$ cat src/sv/ipa_pkg.sv
`default_nettype none

package ipa_pkg;

  localparam int MAX_IDS_DEF = 256;
  localparam int CAP_RESET   = 256;

  localparam int CAP_W   = 9;
  localparam int ID_W    = 32;
  localparam int STAT_W  = 2;
  localparam int USED_W  = 9;
  localparam int CFG_IDX_W = 2;

  localparam logic CMD_ALLOC = 1'b0;
  localparam logic CMD_FREE  = 1'b1;

  localparam logic [STAT_W-1:0] ST_OK      = 2'd0;
  localparam logic [STAT_W-1:0] ST_EMPTY   = 2'd1;
  localparam logic [STAT_W-1:0] ST_ILLEGAL = 2'd2;
  localparam logic [STAT_W-1:0] ST_ALREADY = 2'd3;

  localparam logic [CFG_IDX_W-1:0] CFG_CAPACITY = 2'd0;
  localparam logic [CFG_IDX_W-1:0] CFG_ID_BASE  = 2'd1;

endpackage

`default_nettype wire

$ cat src/sv/id_pool_allocator.sv
// id_pool_allocator: hands out and takes back identifiers from a pool of
// capacity slots, slot i carrying identifier id_base + i.
// request channel: in_valid / in_stall with cmd (0 allocate, 1 free) and
// free_id. result channel: out_valid / out_stall with alloc_id, status
// (0 ok, 1 empty, 2 illegal, 3 already free) and used_count.
// configuration: cfg_valid / cfg_ready with cfg_index (0 capacity,
// 1 id_base) and cfg_data; cfg_ready is always high. any write of a known
// register re-initializes the pool, so write only while the block is idle.
// a request passes the input and result registers; one request is taken
// every cycle unless stalled, as the stack top and the entry below it sit
// in registers and the free-list memory is read one entry ahead of use.
// when the result register is full and out_stall is high, the request in
// the input register waits and in_stall rises; nothing is dropped.
// rst is synchronous: the pool comes up with capacity 256 (limited to
// MAX_IDS), id_base 0, all slots free and index 0 handed out first. the
// free-list memory needs no clearing pass: entries never written since
// the last re-init read as their initial value through a low-water mark.
// slot busy bits sit in a memory read as the request enters; slots never
// handed out since the last re-init read as free through the same mark.
`default_nettype none

module id_pool_allocator #(
  parameter int MAX_IDS = ipa_pkg::MAX_IDS_DEF
) (
  input  wire logic                          clk,
  input  wire logic                          rst,
  input  wire logic                          in_valid,
  output logic                               in_stall,
  input  wire logic                          cmd,
  input  wire logic [ipa_pkg::ID_W-1:0]      free_id,
  output logic                               out_valid,
  input  wire logic                          out_stall,
  output logic [ipa_pkg::ID_W-1:0]           alloc_id,
  output logic [ipa_pkg::STAT_W-1:0]         status,
  output logic [ipa_pkg::USED_W-1:0]         used_count,
  input  wire logic                          cfg_valid,
  output logic                               cfg_ready,
  input  wire logic [ipa_pkg::CFG_IDX_W-1:0] cfg_index,
  input  wire logic [ipa_pkg::ID_W-1:0]      cfg_data
);
  import ipa_pkg::*;

  localparam int IDX_W = (MAX_IDS > 1) ? $clog2(MAX_IDS) : 1;
  localparam int CNT_W = $clog2(MAX_IDS + 1);
  localparam int WID_W = CNT_W + 2;
  localparam int CAP_RST = (CAP_RESET > MAX_IDS) ? MAX_IDS : CAP_RESET;

  // configuration
  logic [CNT_W-1:0] cap;
  logic [ID_W-1:0]  id_base;
  logic             cfg_wr;
  logic             reinit;
  logic [CNT_W-1:0] cap_new;

  // input register
  logic             s1_valid;
  logic             s1_cmd;
  logic [ID_W-1:0]  s1_fid;

  // stack state
  logic [IDX_W-1:0] mem [MAX_IDS];
  logic [CNT_W-1:0] top;
  logic [CNT_W-1:0] min_top;
  logic [IDX_W-1:0] tos;
  logic [IDX_W-1:0] nxt_alt;
  logic             nxt_mem;
  logic [IDX_W-1:0] rd_data;
  logic             busy_mem [MAX_IDS];
  logic             busy_rd;

  // datapath
  logic             go;
  logic             pop;
  logic             push;
  logic [ID_W:0]    diff;
  logic             in_range;
  logic [IDX_W-1:0] fidx;
  logic [IDX_W-1:0] in_idx;
  logic             busy_we;
  logic [IDX_W-1:0] busy_waddr;
  logic             slot_busy;
  logic [IDX_W-1:0] nxt_val;
  logic [WID_W-1:0] rd_pos;
  logic [IDX_W-1:0] rd_addr;
  logic             rd_written;
  logic [WID_W-1:0] init_pos;
  logic [IDX_W-1:0] init_val;
  logic [CNT_W-1:0] top_next;
  logic [STAT_W-1:0] status_next;
  logic [ID_W-1:0]  alloc_id_next;

  assign cfg_ready = 1'b1;
  assign cfg_wr = cfg_valid && cfg_ready;
  assign reinit = cfg_wr && (cfg_index == CFG_CAPACITY || cfg_index == CFG_ID_BASE);

  always_comb begin
    if (cfg_data[CAP_W-1:0] == '0) begin
      cap_new = CNT_W'(1);
    end else if (32'(cfg_data[CAP_W-1:0]) > 32'(MAX_IDS)) begin
      cap_new = CNT_W'(MAX_IDS);
    end else begin
      cap_new = CNT_W'(cfg_data[CAP_W-1:0]);
    end
  end

  always_ff @(posedge clk) begin
    if (rst) begin
      cap     <= CNT_W'(CAP_RST);
      id_base <= '0;
    end else if (cfg_wr) begin
      case (cfg_index)
        CFG_CAPACITY: cap <= cap_new;
        CFG_ID_BASE:  id_base <= cfg_data;
        default: ;
      endcase
    end
  end

  // handshake
  assign go       = s1_valid && (!out_valid || !out_stall);
  assign in_stall = s1_valid && !go;

  always_ff @(posedge clk) begin
    if (rst) begin
      s1_valid <= 1'b0;
    end else if (in_valid && !in_stall) begin
      s1_valid <= 1'b1;
    end else if (go) begin
      s1_valid <= 1'b0;
    end
  end

  always_ff @(posedge clk) begin
    if (in_valid && !in_stall) begin
      s1_cmd <= cmd;
      s1_fid <= free_id;
    end
  end

  // free range check without wrap
  assign diff     = {1'b0, s1_fid} - {1'b0, id_base};
  assign in_range = !diff[ID_W] && (diff[ID_W-1:0] < ID_W'(cap));
  assign fidx     = diff[IDX_W-1:0];

  // slots at or above the allocation high-water mark were never handed out
  assign in_idx     = free_id[IDX_W-1:0] - id_base[IDX_W-1:0];
  assign slot_busy  = busy_rd && (CNT_W'(fidx) < (cap - min_top));
  assign busy_we    = pop || push;
  assign busy_waddr = pop ? tos : fidx;

  always_ff @(posedge clk) begin
    if (busy_we) begin
      busy_mem[busy_waddr] <= pop;
    end
    if (in_valid && !in_stall) begin
      if (busy_we && busy_waddr == in_idx) begin
        busy_rd <= pop;
      end else begin
        busy_rd <= busy_mem[in_idx];
      end
    end
  end

  assign pop  = go && (s1_cmd == CMD_ALLOC) && (top != '0);
  assign push = go && (s1_cmd == CMD_FREE) && in_range && slot_busy && (top < cap);

  assign nxt_val = nxt_mem ? rd_data : nxt_alt;

  // entry three below the current top, prefetched on a pop
  assign rd_pos     = {2'b00, top} - WID_W'(3);
  assign rd_addr    = rd_pos[IDX_W-1:0];
  assign rd_written = ({2'b00, min_top} + WID_W'(3)) <= {2'b00, top};
  assign init_pos   = {2'b00, cap} + WID_W'(2) - {2'b00, top};
  assign init_val   = init_pos[IDX_W-1:0];

  always_comb begin
    top_next      = top;
    status_next   = ST_OK;
    alloc_id_next = '0;
    if (s1_cmd == CMD_ALLOC) begin
      if (top == '0) begin
        status_next = ST_EMPTY;
      end else begin
        top_next      = top - CNT_W'(1);
        alloc_id_next = id_base + ID_W'(tos);
      end
    end else begin
      if (!in_range) begin
        status_next = ST_ILLEGAL;
      end else if (!slot_busy || top >= cap) begin
        status_next = ST_ALREADY;
      end else begin
        top_next = top + CNT_W'(1);
      end
    end
  end

  always_ff @(posedge clk) begin
    if (push) begin
      mem[top[IDX_W-1:0]] <= fidx;
    end
    if (pop) begin
      rd_data <= mem[rd_addr];
    end
  end

  always_ff @(posedge clk) begin
    if (rst || reinit) begin
      top     <= rst ? CNT_W'(CAP_RST) : (cfg_index == CFG_CAPACITY ? cap_new : cap);
      min_top <= rst ? CNT_W'(CAP_RST) : (cfg_index == CFG_CAPACITY ? cap_new : cap);
      tos     <= '0;
      nxt_alt <= IDX_W'(1);
      nxt_mem <= 1'b0;
    end else if (pop) begin
      top     <= top_next;
      if (top_next < min_top) begin
        min_top <= top_next;
      end
      tos     <= nxt_val;
      nxt_mem <= rd_written;
      nxt_alt <= init_val;
    end else if (push) begin
      top       <= top_next;
      tos       <= fidx;
      nxt_alt   <= tos;
      nxt_mem   <= 1'b0;
    end
  end

  // result register
  always_ff @(posedge clk) begin
    if (rst) begin
      out_valid <= 1'b0;
    end else if (go) begin
      out_valid <= 1'b1;
    end else if (!out_stall) begin
      out_valid <= 1'b0;
    end
  end

  always_ff @(posedge clk) begin
    if (go) begin
      alloc_id   <= alloc_id_next;
      status     <= status_next;
      used_count <= USED_W'(cap - top_next);
    end
  end

endmodule

`default_nettype wire
$ cat config.mk
export PLATFORM = sky130hd
export DESIGN_NAME = id_pool_allocator
export DESIGN_NICKNAME = d
export VERILOG_FILES = /design/src/sv/ipa_pkg.sv /design/src/sv/id_pool_allocator.sv
export SDC_FILE = /design/constraint.sdc
export NUM_CORES = 2
export LEC_CHECK = 0
export BUFFER_PORTS_ARGS = -buffer_cell sky130_fd_sc_hd__buf_4
export CAP_MARGIN = 20
export CORE_MARGIN = 2
export CORE_UTILIZATION = 35
export CTS_CLUSTER_SIZE = 40
export DETAILED_ROUTE_END_ITERATION = 16
export PLACE_DENSITY = 0.6
export SYNTH_ARGS = -nofsm -noshare
export SYNTH_HDL_FRONTEND = slang
export SYNTH_SLANG_ARGS = --single-unit
$ cat constraint.sdc
create_clock -name clk -period 16.15 [get_ports clk]
set_input_delay 0 -clock clk [delete_from_list [all_inputs] [get_ports clk]]
set_output_delay 0 -clock clk [all_outputs]
set_load 0.01 [all_outputs]
==> results by group <==
Status
  – Status: complete, no violations

Route
  – DR WL met2: 125000 um
  – Routed WL: 269000 um
  – Vias: 55623
  – First drt pass iteration count: 6
  – DRC viols: 0
  – DR vias/cell: 5.51
  – Routed wire per std cell: 26.6 um
  – Initial DRC count: 6658
  – DRT met1 WL: 116000 um
  – Metal3 WL: 22100 um
  – Top Metal Used: met5
  – Antenna-violating nets left: 0

Synthesis
  – Mapped Area: 104000 um2
  – Main flop type after synthesis: edfxtp_1
  – Yosys top cell by area: edfxtp_1
  – Syn Area/Cell: 18.4 um2
  – Top cells by area, synth: edfxtp_1, mux4_2, ha_1
  – Register area share after synthesis: 70.9%
  – Synth Register Bits: 2467
  – Most common cell in the synthesized netlist: edfxtp_1
  – Synth async-reset ratio: 0%
  – YS warnings: 0
  – EDFF count, synth: 2407
  – Commonest cells post-synth: edfxtp_1, mux4_2, nor2_1, nand2_1, nor3_1
  – Yosys top cell area share: 69.7%
  – Syn_nets: 5823
  – Post-synth cell types: 90
  – Synth Instances: 5623

Layout
  – Layout cells sized above 1: 22.8%
  – Fillcell total: 25926
  – Final cell area excluding filler cells: 119000 um2
  – Area grow syn2layout: 15.1%
  – # nets final: 6156

Timing
  – Hold Violations, Final: 0
  – Achievable Freq: 127 MHz
  – Max transition margin: 20.9%
  – Unrepaired setup endpoints after global routing: false
  – Fin. max-slew vios: 0
  – Final setup fails: 0
  – Min Tclk post-route: 7.90 ns
  – Slew @ Worst Pin: 1.18 ns
  – Crit share post-route: 48.9%
  – Setup TNS: 0 ns
  – Clk_skew: 0.0602 ns

Placement
  – RePlAce Congestion: 0.875
  – DP Area: 109000 um2
  – # port buffers: 116
  – DP HPWL: 160000 um

Pwr
  – Max IR drop VDD: 114 uV
  – Total power: 15.7 mW
  – Leak: 36.5 nW
  – Pwr per Cell Area: 132 nW/um2

Clock tree
  – CTS clk-pin slew, worst paths: 0.07 ns
  – Post-CTS Setup Inserts: 0
  – CTS Sinks: 2467
  – Max clock buf depth: 3
  – Root Buffer: clkbuf_16
  – Htree depth: 4
  – Clk_lat worst skew: 0.87 ns
  – TritonCTS Buffers: 238
  – CTS tree: done

Setup path
  – CP max-delay cell: o41ai_2
  – Critical path arrival: 8.39 ns
  – Crit start category: flop
  – Worst Setup Path Type: reg -> reg
  – CP required: 16.64 ns
  – Crit path capture type: flop
  – Critical-path maximum fanout: 121
  – Most frequent CP cell: ha_1
  – Worst path max stage delay: 0.77 ns

GRT
  – Initial antenna violation count: 5
  – Total grt overflow: 0
  – Global-route wire length before repair: 392000 um
  – Largest net degree at the start of global routing: 147
  – Overall Global Routing Usage: 17.6%
  – Number of global-route vias before repair: 55361

Floorplan
  – Initial Util: 35.2%
  – # IOs: 118
  – Die X: 548 um
  – Total core area: 294000 um2
  – # rows: 199
  – Full die area: 301000 um2
  – Die Ht: 548 um

Run
  – MaxCap Viol Count: 0

Hold path
  – Hold crit path type: in -> reg
-- worst max-delay path, delay by kind of cell (launching register included) --
family                     cells  cell delay, ns
xor gates and xnor gates       1            0.59
and+or+nand+nor                9            2.32
buffers and inverters          2            0.40
DFF                            1            0.42
muxes                          1            0.14
adders and majority gates      4            1.17
AOI/OAI and AO/OA              9            2.45
-- registers in the layout, summed over array words and instances, names as in the netlist, 9 cells and up --
register    count
alloc_id       32
busy_mem      256
cap             9
id_base        32
mem          2048
min_top         9
s1_fid         32
top             9
used_count      9
-- cell usage in the layout, fill, tap and decap left out, types with 78 or more instances in the layout --
cell type	instances
edfxtp_1	2407
mux4_2	720
nor2_1	391
nand2_1	314
nor3_1	295
clkbuf_16	245
buf_4	217
dlygate4sd3_1	207
a21oi_1	168
ha_1	119
inv_1	88
xnor2_1	78
-- where the power goes --
part	switching (mW)	internal, mW	leakage (nW)
logic	1.62	1.02	10.5
registers	0.0325	7.23	22.0
clock network	2.45	3.34	3.96
total	4.10	11.6	36.5
-- final cells by class --
class	instances	area, um2	area share, %
clock inverter	153	1850	1.55
inverter	96	388	0.325
clock buffer	296	6350	5.32
multi-input combinational	2715	28400	23.8
tap	3919	4900	4.11
sequential	2467	73500	61.5
timing repair buffer	438	4000	3.35
antenna	4	10.0	0.00838
-- worst paths after layout --
check | from | to | slack [ns] | cells past startpoint
max | id_base[0]$_SDFFE_PP0P_ | min_top[0]$_DFFE_PP_ | 8.25 | 26
min | in_valid | s1_fid[22]$_DFFE_PP_ | 0.16 | 3
max reg2reg | id_base[0]$_SDFFE_PP0P_ | min_top[0]$_DFFE_PP_ | 8.25 | 26
min reg2reg | nxt_alt[2]$_SDFFE_PN0P_ | nxt_alt[2]$_SDFFE_PN0P_ | 0.54 | 2
-- metrics by stage --
step                util, %  instances  hold WS (ns)  setup WS (ns)
floorplan                 -       5623        0.0956           1.21
global placement       37.0       9415         0.181           8.27
global route           40.6      10086         0.111           7.71
detailed placement     37.0       9418         0.180           8.26
finish                 40.6      10088         0.157           8.25
CTS                    40.5      10074        0.0778           8.23
-- kinds of logic (layout without fill, tap and decap cells) --
kind of cell    count (synthesis)  after routing  share of synthesized area (%)
flops                        2467           2467                           70.9
simple gates                 1241           1241                           5.59
mux                           810            810                           16.5
buf+inv                       441            983                           1.94
compound gates                431            431                           2.61
fa+ha+maj                     128            128                           1.59
xor+xnor                      104            104                          0.878
other cells                     1              5                        0.00362
-- metal layers --
metal  up-vias  track usage [%]
li1      23476                -
met1     29168             25.7
met2      2618             27.3
met3       359             3.00
met4         2             4.34
met5         -                0
-- repair_timing --
item,CTS,global route
gates resized for setup,0,0
hold endpoints to repair,185,0
hold buffers,207,0
(Power assumes the default switching activity.)
